### src/rtl/assert_macros.svh
// Assertion macros shared by the block-average RTL
`ifndef ASSERT_MACROS_SVH
`define ASSERT_MACROS_SVH

`ifndef SYNTHESIS

// Clocked check, switched off while reset is high
`define BAVG_ASSERT(label, clk, rst, prop, msg) \
  label: assert property (@(posedge clk) disable iff (rst) prop) else $error(msg);

// Clocked check that also holds during reset
`define BAVG_ASSERT_ALWAYS(label, clk, prop, msg) \
  label: assert property (@(posedge clk) prop) else $error(msg);

`else

`define BAVG_ASSERT(label, clk, rst, prop, msg)
`define BAVG_ASSERT_ALWAYS(label, clk, prop, msg)

`endif

`endif

### src/rtl/bavg_pkg.sv
// Types and constants shared by the block-average design
package bavg_pkg;

  localparam int SAMPLE_W = 32;
  localparam int LEN_W    = 13;
  localparam int THR_W    = 7;
  localparam int CFG_W    = 13;

  // Sample value that marks missing data
  localparam logic signed [SAMPLE_W-1:0] MISSING_CODE = -32'sd32767;
  localparam logic [THR_W-1:0]           PCT_SCALE    = 7'd100;

  localparam logic [LEN_W-1:0] LEN_RESET = 13'd1;
  localparam logic [THR_W-1:0] THR_RESET = 7'd50;

  // Configuration register indexes
  typedef enum logic {
    REG_BLOCK_LENGTH = 1'b0,
    REG_THRESHOLD    = 1'b1
  } reg_index_t;

  // Sequencer states
  typedef enum logic [2:0] {
    ST_IDLE  = 3'b001,
    ST_CHECK = 3'b010,
    ST_DIV   = 3'b100
  } state_t;

  // Divider status towards the sequencer
  typedef struct packed {
    logic busy;
    logic done;
  } div_stat_t;

endpackage

### src/rtl/bavg_div.sv
// Restoring divider, one quotient bit per cycle
`include "assert_macros.svh"

module bavg_div import bavg_pkg::*; #(
  parameter int NUM_W = 45,
  parameter int DEN_W = 13
) (
  input  logic             clk,
  input  logic             rst,
  input  logic             start,
  input  logic [NUM_W-1:0] num,
  input  logic [DEN_W-1:0] den,
  output logic [NUM_W-1:0] quot,
  output div_stat_t        stat
);

  localparam int STEP_W = $clog2(NUM_W + 1);

  logic              busy;
  logic              done;
  logic [STEP_W-1:0] step;
  logic [DEN_W-1:0]  rem;
  logic [NUM_W-1:0]  quo;
  logic [DEN_W-1:0]  dvs;

  logic [DEN_W:0]    shifted;
  logic [DEN_W:0]    diff;
  logic              fits;

  // Trial subtract of the divisor from the shifted remainder
  always_comb begin
    shifted = {rem, quo[NUM_W-1]};
    fits    = (shifted >= {1'b0, dvs});
    diff    = shifted - {1'b0, dvs};
  end

  // Count the steps and flag completion
  always_ff @(posedge clk) begin
    if (rst) begin
      busy <= 1'b0;
      done <= 1'b0;
      step <= '0;
    end else begin
      done <= 1'b0;
      if (start) begin
        busy <= 1'b1;
        step <= '0;
      end else if (busy) begin
        step <= step + 1'b1;
        if (step == STEP_W'(NUM_W - 1)) begin
          busy <= 1'b0;
          done <= 1'b1;
        end
      end
    end
  end

  // Shift dividend bits in, quotient bits out
  always_ff @(posedge clk) begin
    if (start) begin
      rem <= '0;
      quo <= num;
      dvs <= den;
    end else if (busy) begin
      rem <= fits ? diff[DEN_W-1:0] : shifted[DEN_W-1:0];
      quo <= {quo[NUM_W-2:0], fits};
    end
  end

  assign quot      = quo;
  assign stat.busy = busy;
  assign stat.done = done;

  `BAVG_ASSERT(a_start_idle, clk, rst, start |-> !busy, "divider started while busy")
  `BAVG_ASSERT(a_done_pulse, clk, rst, done |=> !done, "divider done held over two cycles")
  `BAVG_ASSERT(a_done_after_busy, clk, rst, done |-> $past(busy), "divider done without a run")
  `BAVG_ASSERT(a_rem_below_dvs, clk, rst, busy |-> (rem < dvs), "remainder not below divisor")

endmodule

### src/rtl/block_average_with_missing_unit.sv
// Block averaging decimator with missing-value threshold, top level
//
//  channel | signals                                   | beat taken when
//  --------+-------------------------------------------+-----------------------
//  input   | in_valid, in_ready, sample                | in_valid && in_ready
//  output  | out_valid, out_ready, average, is_missing | out_valid && out_ready
//  config  | cfg_write, cfg_index, cfg_data            | cfg_write
//
// A mid-block sample is accumulated without leaving the idle state. The last
// sample of a block is accumulated, then passes the threshold check state and,
// when the block is not missing, the divide state of the bit-serial divider.
// No new sample is taken until the block's result is written.
// Reset clears the accumulators and loads length 1 and threshold 50.
// While the result register is full the block still takes mid-block samples
// but holds off a block-ending one until the result is taken.

`include "assert_macros.svh"

module block_average_with_missing_unit import bavg_pkg::*; #(
  parameter int MAX_BLOCK = 4096
) (
  input  logic                       clk,
  input  logic                       rst,
  input  logic                       in_valid,
  output logic                       in_ready,
  input  logic signed [SAMPLE_W-1:0] sample,
  output logic                       out_valid,
  input  logic                       out_ready,
  output logic signed [SAMPLE_W-1:0] average,
  output logic                       is_missing,
  input  logic                       cfg_write,
  input  logic                       cfg_index,
  input  logic [CFG_W-1:0]           cfg_data
);

  localparam int CNT_W = $clog2(MAX_BLOCK + 1);
  localparam int SUM_W = SAMPLE_W + CNT_W;
  localparam int CMP_W = (CNT_W > LEN_W) ? CNT_W : LEN_W;
  localparam int PRD_W = CNT_W + THR_W;

  state_t                    state;
  logic [LEN_W-1:0]          block_length;
  logic [THR_W-1:0]          threshold;
  logic signed [SUM_W-1:0]   running_sum;
  logic [CNT_W-1:0]          samples_seen;
  logic [CNT_W-1:0]          missing_seen;
  logic                      neg;

  logic [CMP_W-1:0]          eff_len;
  logic [CNT_W-1:0]          seen_inc;
  logic                      block_end;
  logic                      sample_missing;
  logic                      in_beat;
  logic [CNT_W-1:0]          valid_count;
  logic [PRD_W-1:0]          miss_scaled;
  logic [PRD_W-1:0]          thr_scaled;
  logic                      declare_missing;
  logic [SUM_W-1:0]          sum_mag;
  logic                      div_start;
  logic [SUM_W-1:0]          div_quot;
  div_stat_t                 div_stat;
  logic [SAMPLE_W-1:0]       quot_low;

  // Effective length: zero counts as one, saturate at the block maximum
  always_comb begin
    if (block_length == '0) begin
      eff_len = CMP_W'(1);
    end else if (CMP_W'(block_length) > CMP_W'(MAX_BLOCK)) begin
      eff_len = CMP_W'(MAX_BLOCK);
    end else begin
      eff_len = CMP_W'(block_length);
    end
  end

  always_comb begin
    seen_inc       = samples_seen + 1'b1;
    block_end      = (CMP_W'(seen_inc) >= eff_len);
    sample_missing = (sample == MISSING_CODE);
    in_ready       = (state == ST_IDLE) && !(out_valid && block_end);
    in_beat        = in_valid && in_ready;
  end

  // Threshold check on the finished block
  always_comb begin
    valid_count     = samples_seen - missing_seen;
    miss_scaled     = PRD_W'(missing_seen) * PRD_W'(PCT_SCALE);
    thr_scaled      = PRD_W'(threshold) * PRD_W'(samples_seen);
    declare_missing = !(miss_scaled < thr_scaled) || (valid_count == '0);
    sum_mag         = running_sum[SUM_W-1] ? SUM_W'(-running_sum) : SUM_W'(running_sum);
    div_start       = (state == ST_CHECK) && !declare_missing;
    quot_low        = div_quot[SAMPLE_W-1:0];
  end

  bavg_div #(
    .NUM_W (SUM_W),
    .DEN_W (CNT_W)
  ) u_div (
    .clk   (clk),
    .rst   (rst),
    .start (div_start),
    .num   (sum_mag),
    .den   (valid_count),
    .quot  (div_quot),
    .stat  (div_stat)
  );

  // Configuration registers
  always_ff @(posedge clk) begin
    if (rst) begin
      block_length <= LEN_RESET;
      threshold    <= THR_RESET;
    end else if (cfg_write) begin
      unique case (reg_index_t'(cfg_index))
        REG_BLOCK_LENGTH: block_length <= cfg_data[LEN_W-1:0];
        REG_THRESHOLD:    threshold    <= cfg_data[THR_W-1:0];
      endcase
    end
  end

  // Sequencer, accumulators and result register
  always_ff @(posedge clk) begin
    if (rst) begin
      state        <= ST_IDLE;
      running_sum  <= '0;
      samples_seen <= '0;
      missing_seen <= '0;
      out_valid    <= 1'b0;
    end else begin
      if (out_valid && out_ready) begin
        out_valid <= 1'b0;
      end
      unique case (state)
        ST_IDLE: begin
          if (in_beat) begin
            samples_seen <= seen_inc;
            if (sample_missing) begin
              missing_seen <= missing_seen + 1'b1;
            end else begin
              running_sum <= running_sum + SUM_W'(sample);
            end
            if (block_end) begin
              state <= ST_CHECK;
            end
          end
        end
        ST_CHECK: begin
          if (declare_missing) begin
            out_valid    <= 1'b1;
            running_sum  <= '0;
            samples_seen <= '0;
            missing_seen <= '0;
            state        <= ST_IDLE;
          end else begin
            state <= ST_DIV;
          end
        end
        ST_DIV: begin
          if (div_stat.done) begin
            out_valid    <= 1'b1;
            running_sum  <= '0;
            samples_seen <= '0;
            missing_seen <= '0;
            state        <= ST_IDLE;
          end
        end
        default: begin
          state <= ST_IDLE;
        end
      endcase
    end
  end

  // Result payload and dividend sign
  always_ff @(posedge clk) begin
    if (state == ST_CHECK) begin
      neg <= running_sum[SUM_W-1];
      if (declare_missing) begin
        average    <= MISSING_CODE;
        is_missing <= 1'b1;
      end
    end else if ((state == ST_DIV) && div_stat.done) begin
      average    <= neg ? $signed(-quot_low) : $signed(quot_low);
      is_missing <= 1'b0;
    end
  end

  `BAVG_ASSERT(a_check_slot_free, clk, rst, (state == ST_CHECK) |-> !out_valid, "result register full at block end")
  `BAVG_ASSERT(a_end_to_check, clk, rst, (in_beat && block_end) |=> (state == ST_CHECK), "block end not checked")
  `BAVG_ASSERT(a_done_in_div, clk, rst, div_stat.done |-> (state == ST_DIV), "divider finished outside divide state")
  `BAVG_ASSERT(a_miss_le_seen, clk, rst, missing_seen <= samples_seen, "more missing than seen samples")
  `BAVG_ASSERT(a_seen_bound, clk, rst, (state == ST_IDLE) |-> (CMP_W'(samples_seen) < CMP_W'(MAX_BLOCK)), "block count past maximum")

endmodule
### config.mk
export PLATFORM = sky130hd
export DESIGN_NAME = block_average_with_missing_unit
export DESIGN_NICKNAME = d
export VERILOG_FILES = /design/src/rtl/bavg_pkg.sv /design/src/rtl/bavg_div.sv /design/src/rtl/block_average_with_missing_unit.sv
export VERILOG_INCLUDE_DIRS = /design/src /design/src/rtl
export SDC_FILE = /design/constraint.sdc
export NUM_CORES = 1
export LEC_CHECK = 0
export BUFFER_PORTS_ARGS = -buffer_cell sky130_fd_sc_hd__buf_2
export CAP_MARGIN = 5
export CORE_MARGIN = 2
export CORE_UTILIZATION = 55
export CTS_CLUSTER_SIZE = 10
export DETAILED_ROUTE_END_ITERATION = 16
export PLACE_DENSITY = 0.81
export SETUP_SLACK_MARGIN = 0.02
export SLEW_MARGIN = 20
export SYNTH_ARGS = -nofsm -noshare
export SYNTH_HDL_FRONTEND = slang
export SYNTH_SLANG_ARGS = --single-unit
### constraint.sdc
create_clock -name clk -period 8 [get_ports clk]
set_input_delay 1.2 -clock clk [delete_from_list [all_inputs] [get_ports clk]]
set_output_delay 1.2 -clock clk [all_outputs]
set_load 0.02 [all_outputs]
==> impl_metrics.json, run 1 <==
{
  "die_h_um": 186,
  "die-area_sq_um": 34700,
  "r2r-start": "samples_seen[0]",
  "globalRouteOverflowTotal": 0,
  "post_cts_buffers": 0,
  "cts_tree": "built",
  "reg2reg_depth": 26,
  "routed_wl_mm": 44.7,
  "netlist-cell-type-count": 77,
  "synth-main-ff-cell": "dfxtp_1",
  "min_path_cells": 2,
  "ios": 86,
  "synth_nets": 2447,
  "postCtsHoldBufs": 0,
  "grt_setup_unrepaired": "no",
  "first_pass_iters": 5,
  "syn_area_sq_um": 18300,
  "ys_warn_count": 0,
  "route.detailed.drc": 0,
  "grt_pass1_wl_mm": 73.3,
  "synth_top_cell_by_area": "edfxtp_1",
  "fmax_mhz": 139,
  "fin_tns_setup_ps": 0,
  "fill_cells": 2791,
  "nNetsFinal": 2472,
  "hold_end": "block_length[7]",
  "finalHoldViolations": 0,
  "cap_violations": 0,
  "htreeDepth": 1,
  "yosysTopAreaCellShare": 0.151,
  "async_flop_share": 0,
  "antennaDiodeCount": 0,
  "min_period_over_period": 0.897,
  "post_drt_wl_per_cell_um": 17.0,
  "tightest_slew_ps": 995,
  "finalClockSkew_ps": 28.7,
  "worstSetupEndpointType": "flop",
  "yosys_register_bits": 208,
  "grt_usage": 0.250,
  "finalSetupViolCount": 0,
  "row_count": 66,
  "r2r-end": "u_div.quot[19]",
  "path_clk_slew_ps": 50,
  "clock_path_buffers": 3,
  "initial_core_util": 0.561,
  "place_hpwl_mm": 33.6,
  "worst_ep_required_time_ps": 8280,
  "ys_top_cells_by_count": "a21oi_1, ha_1, inv_1",
  "cts_resized": 0,
  "drtIter0Drc": 1359,
  "fp.coreArea_sq_um": 32600,
  "die_width_um": 186,
  "crit_fanout": 121,
  "drive_gt1_frac": 0.0731,
  "synthTopCellsByArea": "edfxtp_1, ha_1, dfxtp_1",
  "clock_latency_ps": 530,
  "synth_cells": 2144,
  "power.density_nw_per_um2": 185,
  "cts_sinks": 208,
  "min-delay-start": "block_length[7]",
  "grt_max_degree": 122,
  "numCtsBuffers": 25,
  "cp_data_arrival_time_ps": 7450,
  "via_per_inst": 6.01,
  "synth-edff-count": 92,
  "gp_congestion": 0.982,
  "leakage_uw": 0.00872,
  "critPathKind": "reg -> reg",
  "area_delta_synth_final_pct": 8.14,
  "num_vias": 15819,
  "slew-limit-headroom": 0.335,
  "synth-seq-area-share": 0.278,
  "p_total_uw": 3660,
  "cp-start-kind": "flop",
  "yosysMostFrequentCell": "a21oi_1",
  "hp-class": "reg -> reg",
  "slew_violations": 0,
  "ant_nets": 0,
  "final.min_clock_period_ps": 7170,
  "status": "completed",
  "syn_avg_cell_area_sq_um": 8.53,
  "antenna_found_initial": 1,
  "r2r_setup_slack_ps": 830,
  "port_buffers": 85,
  "grt_pass1_vias": 15205,
  "clockRootBuffer": "clkbuf_16",
  "peakVddDrop_v": 0.000158
}
==> registers in the layout, summed over array words and instances (netlist names) <==
| signal | cells |
|---|---|
| u_div.step | 6 |
| u_div.quot | 45 |
| state | 3 |
| u_div.busy | 1 |
| u_div.rem | 13 |
| neg | 1 |
| out_valid | 1 |
| is_missing | 1 |
| u_div.dvs | 13 |
| running_sum | 45 |
| u_div.done | 1 |
| threshold | 7 |
| block_length | 13 |
| samples_seen | 13 |
| average | 32 |
| missing_seen | 13 |
==> worst max path at each step <==
stage | start | depth (start not counted) | endpoint
detailed placement | samples_seen[0] | 27 | running_sum[22]
floorplan | samples_seen[0] | 26 | average[0]
CTS | samples_seen[0] | 27 | running_sum[22]
global placement | threshold[3] | 28 | running_sum[21]
finish | samples_seen[0] | 26 | u_div.quot[19]
global route | threshold[6] | 26 | u_div.quot[19]
==> layout by cell type (no fill, tap or decap), types with 42 or more instances in the layout <==
cell      netlist  final
nand2_1       165    165
inv_1         177    177
a21oi_1       203    202
ha_1          187    187
xor2_1         98     98
a21o_1         42     42
nand4_1        66     66
o31ai_1        43     43
and2_1         77     77
edfxtp_1       92     92
buf_2           9     84
nand3_1        42     42
nor2_1        134    134
fa_1           65     65
dfxtp_1       116    116
o21ai_0       122    122
xnor2_1        63     63
==> worst max-delay path: stages, from the launching register on <==
cell and delay, ps:
dfxtp_1 570, nand2_1 150, fa_1 530, fa_1 550, inv_1 60, fa_1 530, inv_1 50, fa_1 530
inv_1 50, ha_1 300, a21oi_1 210, o21a_1 170, o21ai_0 190, o21ai_0 220, nand2b_1 80, a21oi_1 170
xor2_1 160, ha_1 260, a21o_1 170, a21o_1 170, a21oi_1 200, o211ai_1 110, a21oi_1 190, o2bb2ai_2 180
nor3_2 260, buf_12 460, mux2_2 390
==> cell families (layout without fill, tap and decap cells) <==
| logic type | count (synthesis) | after routing | share of synthesized area |
|---|---|---|---|
| xor+xnor | 161 | 161 | 0.0771 |
| compound gates | 542 | 542 | 0.183 |
| mux | 19 | 19 | 0.0106 |
| simple gates | 679 | 679 | 0.192 |
| fa+ha+maj | 252 | 252 | 0.199 |
| buf+inv | 283 | 327 | 0.0595 |
| flops | 208 | 208 | 0.278 |
==> power by group <==
part	total [uW]	leakage (uW)	switching (uW)	internal, uW
logic	1310	0.00660	760	547
registers	1330	0.00178	128	1200
clock network	1020	0.000343	424	593
total	3660	0.00872	1310	2340
==> metal layers <==
metal / GRT usage / wire (um) / vias up
met3: 0.0329 / 3280 / 81
met1: 0.344 / 19900 / 7457
met5: 0 / 0 / -
li1: - / - / 7678
met2: 0.413 / 20400 / 603
met4: 0.0735 / 1130 / 0
==> per-stage QoR <==
| stage | util | area (sq um) | std cells | worst slack (ps) | hold WS, ps |
|---|---|---|---|---|---|
| final | 0.606 | 19800 | 2630 | 826 | 476 |
| after global routing | 0.606 | 19800 | 2630 | 388 | 491 |
| after CTS | 0.605 | 19700 | 2629 | 614 | 474 |
| after detailed placement | 0.583 | 19000 | 2583 | 639 | 461 |
| after global placement | 0.583 | 19000 | 2583 | 813 | 460 |
| after floorplan | - | 18300 | 2144 | 643 | 406 |
==> cell type report <==
cell class	instances	area [sq um]	area share
repair buffers	104	603	0.0305
well taps	442	553	0.0280
inverters	177	664	0.0336
flip-flops and latches	208	5080	0.257
clock buffers	44	707	0.0358
multi-input cells	1653	12100	0.614
clock inverters	2	12.5	0.000633
Note: power is estimated with default switching activity, not from simulation.
==> run 2: changes to the inputs <==
--- a/config.mk
+++ b/config.mk
@@ -6,7 +6,7 @@
 export SDC_FILE = /design/constraint.sdc
 export NUM_CORES = 1
 export LEC_CHECK = 0
-export BUFFER_PORTS_ARGS = -buffer_cell sky130_fd_sc_hd__buf_2
+export BUFFER_PORTS_ARGS = -buffer_cell sky130_fd_sc_hd__buf_4
 export CAP_MARGIN = 5
 export CORE_MARGIN = 2
 export CORE_UTILIZATION = 55
==> run 2 against run 1 <==
Against the previous run:
- routed wire length shrank 0.22%
- via count shrank 0.63%
- setup slack lost 210 ps
- clock skew shrank 20 ps
- power grew 0.37%
- non-clock buffer count is the same
- sequential share of layout area shrank 0.24 points
- combinational power is essentially flat
- utilization grew 0.57 points
- largest cell class unchanged
- highest routed layer unchanged
==> impl_metrics.json, run 2 (same netlist as run 1, synthesis figures left out) <==
{
  "globalRouteOverflowTotal": 0,
  "nNetsFinal": 2472,
  "p_int_uw": 2360,
  "fin_worst_hold_slack_ps": 476,
  "worstSetupEndpointType": "flop",
  "startpoint": "threshold[1]",
  "via_per_inst": 5.98,
  "hp-class": "reg -> reg",
  "grt_pass1_wl_mm": 73.0,
  "r2r-end": "running_sum[11]",
  "cts_sinks": 208,
  "power_frac_clock": 0.278,
  "finalSetupViolCount": 0,
  "initial_core_util": 0.561,
  "finalClockSkew_ps": 8.43,
  "die-area_sq_um": 34700,
  "postCtsHoldBufs": 0,
  "seq_power_share": 0.363,
  "clockRootBuffer": "clkbuf_16",
  "fill_cells": 2731,
  "r2r-start": "threshold[1]",
  "grt_setup_unrepaired": "no",
  "r2r_setup_slack_ps": 620,
  "grt_max_degree": 122,
  "switchingPower_uw": 1310,
  "status": "completed",
  "slew-limit-headroom": 0.279,
  "critPathKind": "reg -> reg",
  "fp.coreArea_sq_um": 32600,
  "min_period_over_period": 0.923,
  "clock_path_buffers": 3,
  "power.density_nw_per_um2": 184,
  "critPathSlowestCell": "o311a_2",
  "tightest_slew_ps": 1080,
  "leakage_uw": 0.00879,
  "port_buffers": 85,
  "path_delay_family": "compound AO/OA/AOI/OAI gates",
  "drtIter0Drc": 1442,
  "slew_violations": 0,
  "fin_tns_setup_ps": 0,
  "num_vias": 15720,
  "layout_common_cells": "a21oi_1, ha_1, inv_1",
  "antenna_found_initial": 0,
  "cts_resized": 0,
  "cap_violations": 0,
  "crit_fanout": 36,
  "fmax_mhz": 135,
  "route.detailed.drc": 0,
  "gp_congestion": 0.976,
  "area_delta_synth_final_pct": 9.16,
  "cts_tree": "built",
  "post_cts_buffers": 0,
  "finalHoldViolations": 0,
  "grt_pass1_vias": 14870,
  "cp_data_arrival_time_ps": 7830,
  "peakVddDrop_v": 0.000180,
  "cp-start-kind": "flop",
  "cp_num_buf_inv": 4,
  "antennaDiodeCount": 0,
  "reg2reg_depth": 28,
  "first_pass_iters": 5,
  "die_h_um": 186,
  "row_count": 66,
  "final.min_clock_period_ps": 7380,
  "routed_wl_mm": 44.6,
  "combPwrFrac": 0.359,
  "cpMostUsedCell": "a21oi_1",
  "slowest_delay_ps": 880,
  "ant_nets": 0,
  "drive_gt1_frac": 0.0741,
  "die_width_um": 186,
  "p_sw_frac": 0.358,
  "numCtsBuffers": 25,
  "grt_usage": 0.250,
  "place_hpwl_mm": 33.5,
  "htreeDepth": 1,
  "final_common_cell": "a21oi_1",
  "post_drt_wl_per_cell_um": 17.0,
  "cp.depth": 28,
  "clock_latency_ps": 530,
  "setup.worst_path.end": "running_sum[11]",
  "worst_ep_required_time_ps": 8450,
  "path_clk_slew_ps": 60,
  "ios": 86
}
run 2: changes by cell type in the layout (fill, tap and decap cells not counted), sizes merged:
cell | previous run | this run
inv | 178 | 179
clkbuf | 44 | 42
clkinv | 1 | 0
run 2: routing by layer:
| metal | global-route usage | vias to the layer above | share of wire |
|---|---|---|---|
| met2 | 0.401 | 528 | 0.45 |
| li1 | - | 7684 | - |
| met4 | 0.0846 | 0 | 0.030 |
| met3 | 0.0480 | 95 | 0.077 |
| met5 | 0 | - | 0 |
| met1 | 0.340 | 7413 | 0.44 |
run 2: worst min path at each step:
stage                     slack (ps)         endpoint  cells after the start       startpoint
after CTS                        470  block_length[8]                      2  block_length[8]
after global routing             490  block_length[3]                      2  block_length[3]
after global placement           460  block_length[0]                      2  block_length[0]
final                            480  block_length[4]                      2  block_length[4]
after floorplan                  410              neg                      0  running_sum[44]
after detailed placement         470  block_length[8]                      2  block_length[8]
run 2: area by class of cell:
type | instances | area (sq um) | area share
well taps | 442 | 553 | 0.0277
inverters | 177 | 664 | 0.0333
clock buffers | 42 | 709 | 0.0355
clock inverters | 2 | 15.0 | 0.000752
multi-input cells | 1653 | 12100 | 0.608
flip-flops and latches | 208 | 5080 | 0.255
repair buffers | 104 | 793 | 0.0397
run 2: tightest hold or removal path: stages (launching register included):
cell and delay, ps:
dfxtp_1 320, nand2_1 50, a21oi_1 50
run 2: per-stage QoR:
step,utilization,instances,setup slack (ps),total power (uW),area [sq um]
finish,0.612,2628,616,3670,20000
global route,0.612,2628,209,3890,20000
CTS,0.612,2628,690,3660,20000
detailed placement,0.590,2584,728,2630,19200
global placement,0.590,2584,990,2590,19200
floorplan,-,2144,643,2320,18300
run 2: power groups by stage:
stage	sequential, uW	combinational (uW)	clock (uW)
after global placement	1340	1250	0
after global routing	1350	1460	1080
after floorplan	1300	1020	0
after CTS	1330	1300	1030
final	1330	1320	1020
after detailed placement	1350	1280	0
==> run 3: changes to the inputs <==
--- a/config.mk
+++ b/config.mk
@@ -10,10 +10,12 @@
 export CAP_MARGIN = 5
 export CORE_MARGIN = 2
 export CORE_UTILIZATION = 55
+export CTS_BUF_LIST = sky130_fd_sc_hd__clkbuf_8
 export CTS_CLUSTER_SIZE = 10
 export DETAILED_ROUTE_END_ITERATION = 16
 export PLACE_DENSITY = 0.81
 export SETUP_SLACK_MARGIN = 0.02
+export SKIP_LAST_GASP = 1
 export SLEW_MARGIN = 20
 export SYNTH_ARGS = -nofsm -noshare
 export SYNTH_HDL_FRONTEND = slang
==> run 3 against run 2 <==
Against the previous run:
- clock skew grew 18 ps
- utilization shrank 0.19 points
- register-to-register slack gained 30 ps
- maximum frequency grew 0.42%
- first-iteration DRC count grew 8.6%
- count of clock-buffer cells in the layout shrank 5
- worst hold slack gained 0.95 ps
- setup slack gained 31 ps
- global-route usage is essentially flat
- critical path type unchanged
==> impl_metrics.json, run 3 (same netlist as run 1, synthesis figures left out) <==
{
  "fin_tns_setup_ps": 0,
  "num_vias": 15785,
  "via_per_inst": 5.96,
  "drtIter0Drc": 1566,
  "drive_gt1_frac": 0.0825,
  "grt_usage": 0.251,
  "seq_power_share": 0.375,
  "nNetsFinal": 2482,
  "postCtsHoldBufs": 0,
  "leakage_uw": 0.00883,
  "path_delay_family": "adder cells",
  "finalHoldViolations": 0,
  "final_common_cell": "a21oi_1",
  "post_drt_wl_per_cell_um": 16.8,
  "antennaDiodeCount": 0,
  "status": "completed",
  "p_int_uw": 2230,
  "routed_wl_mm": 44.4,
  "slowest_delay_ps": 610,
  "fp.coreArea_sq_um": 32600,
  "power.density_nw_per_um2": 179,
  "initial_core_util": 0.561,
  "grt_pass1_vias": 14893,
  "cts_sinks": 208,
  "cp-start-kind": "flop",
  "finalClockSkew_ps": 26.8,
  "die_width_um": 186,
  "peakVddDrop_v": 0.000133,
  "combPwrFrac": 0.370,
  "row_count": 66,
  "die_h_um": 186,
  "cts_resized": 0,
  "min_period_over_period": 0.919,
  "cp_data_arrival_time_ps": 7640,
  "critPathKind": "reg -> reg",
  "critPathSlowestCell": "dfxtp_1",
  "p_sw_frac": 0.373,
  "layout_common_cells": "a21oi_1, inv_1, ha_1",
  "final.min_clock_period_ps": 7350,
  "post_cts_buffers": 0,
  "fin_worst_hold_slack_ps": 477,
  "fmax_mhz": 136,
  "globalRouteOverflowTotal": 0,
  "clock_path_buffers": 3,
  "clock_latency_ps": 540,
  "tightest_slew_ps": 1060,
  "crit_fanout": 121,
  "ant_nets": 0,
  "numCtsBuffers": 35,
  "hp-class": "reg -> reg",
  "area_delta_synth_final_pct": 8.81,
  "htreeDepth": 2,
  "cts_tree": "built",
  "cpMostUsedCell": "a21oi_1",
  "switchingPower_uw": 1330,
  "path_clk_slew_ps": 60,
  "first_pass_iters": 6,
  "fill_cells": 2765,
  "gp_congestion": 0.976,
  "grt_pass1_wl_mm": 73.0,
  "cap_violations": 0,
  "slew-limit-headroom": 0.289,
  "port_buffers": 85,
  "slew_violations": 0,
  "place_hpwl_mm": 33.5,
  "die-area_sq_um": 34700,
  "ios": 86,
  "finalSetupViolCount": 0,
  "worst_ep_required_time_ps": 8290,
  "clockRootBuffer": "clkbuf_8",
  "route.detailed.drc": 0,
  "power_frac_clock": 0.255,
  "cp_num_buf_inv": 4,
  "grt_setup_unrepaired": "no",
  "grt_max_degree": 122,
  "worstSetupEndpointType": "flop",
  "antenna_found_initial": 0
}
-- run 3: final timing paths --
kind / to / slack, ps / start / cells after the start
worst min register to register: block_length[4] / 480 / block_length[4] / 2
worst min-delay path: block_length[4] / 480 / block_length[4] / 2
worst max-delay path: u_div.quot[19] / 650 / samples_seen[3] / 27
worst max register to register: u_div.quot[19] / 650 / samples_seen[3] / 27
-- run 3: per-layer routing --
metal,share of wire,wire length [um],vias to the layer above,track usage
li1,-,-,7706,-
met1,0.44,19700,7417,0.343
met2,0.45,20000,580,0.398
met3,0.080,3550,82,0.0506
met4,0.026,1150,0,0.0803
met5,0,0,-,0
-- run 3: power by group through the flow --
stage | clock [uW] | combinational (uW) | sequential, uW
floorplan | 0 | 1020 | 1300
global placement | 0 | 1250 | 1340
finish | 907 | 1310 | 1330
detailed placement | 0 | 1280 | 1350
CTS | 919 | 1290 | 1330
global route | 969 | 1460 | 1350
-- run 3: worst register-to-register path: cells and delay by family (launching register included) --
kind                     cells  cell delay [ps]
multiplexers                 1              460
buffers and inverters        4              620
XOR/XNOR                     1              150
flip-flops                   1              610
AND/OR/NAND/NOR              3              560
AO/OA/AOI/OAI               12             2360
adder cells (fa/ha/maj)      6             2370
-- run 3: cell type report --
class | count | area, sq um | area share
multi-input cells | 1653 | 12100 | 0.610
flip-flops and latches | 208 | 5080 | 0.256
repair buffers | 104 | 793 | 0.0399
inverters | 177 | 664 | 0.0334
well taps | 442 | 553 | 0.0278
clock buffers | 37 | 509 | 0.0256
clock inverters | 27 | 153 | 0.00767
-- run 3: metrics by stage --
stage / worst slack [ps] / std cells / power (uW) / instance area [sq um] / util
finish: 646 / 2648 / 3550 / 19900 / 0.610
global route: 206 / 2648 / 3770 / 19900 / 0.610
CTS: 708 / 2648 / 3540 / 19900 / 0.610
detailed placement: 728 / 2584 / 2630 / 19200 / 0.590
global placement: 990 / 2584 / 2590 / 19200 / 0.590
floorplan: 643 / 2144 / 2320 / 18300 / -
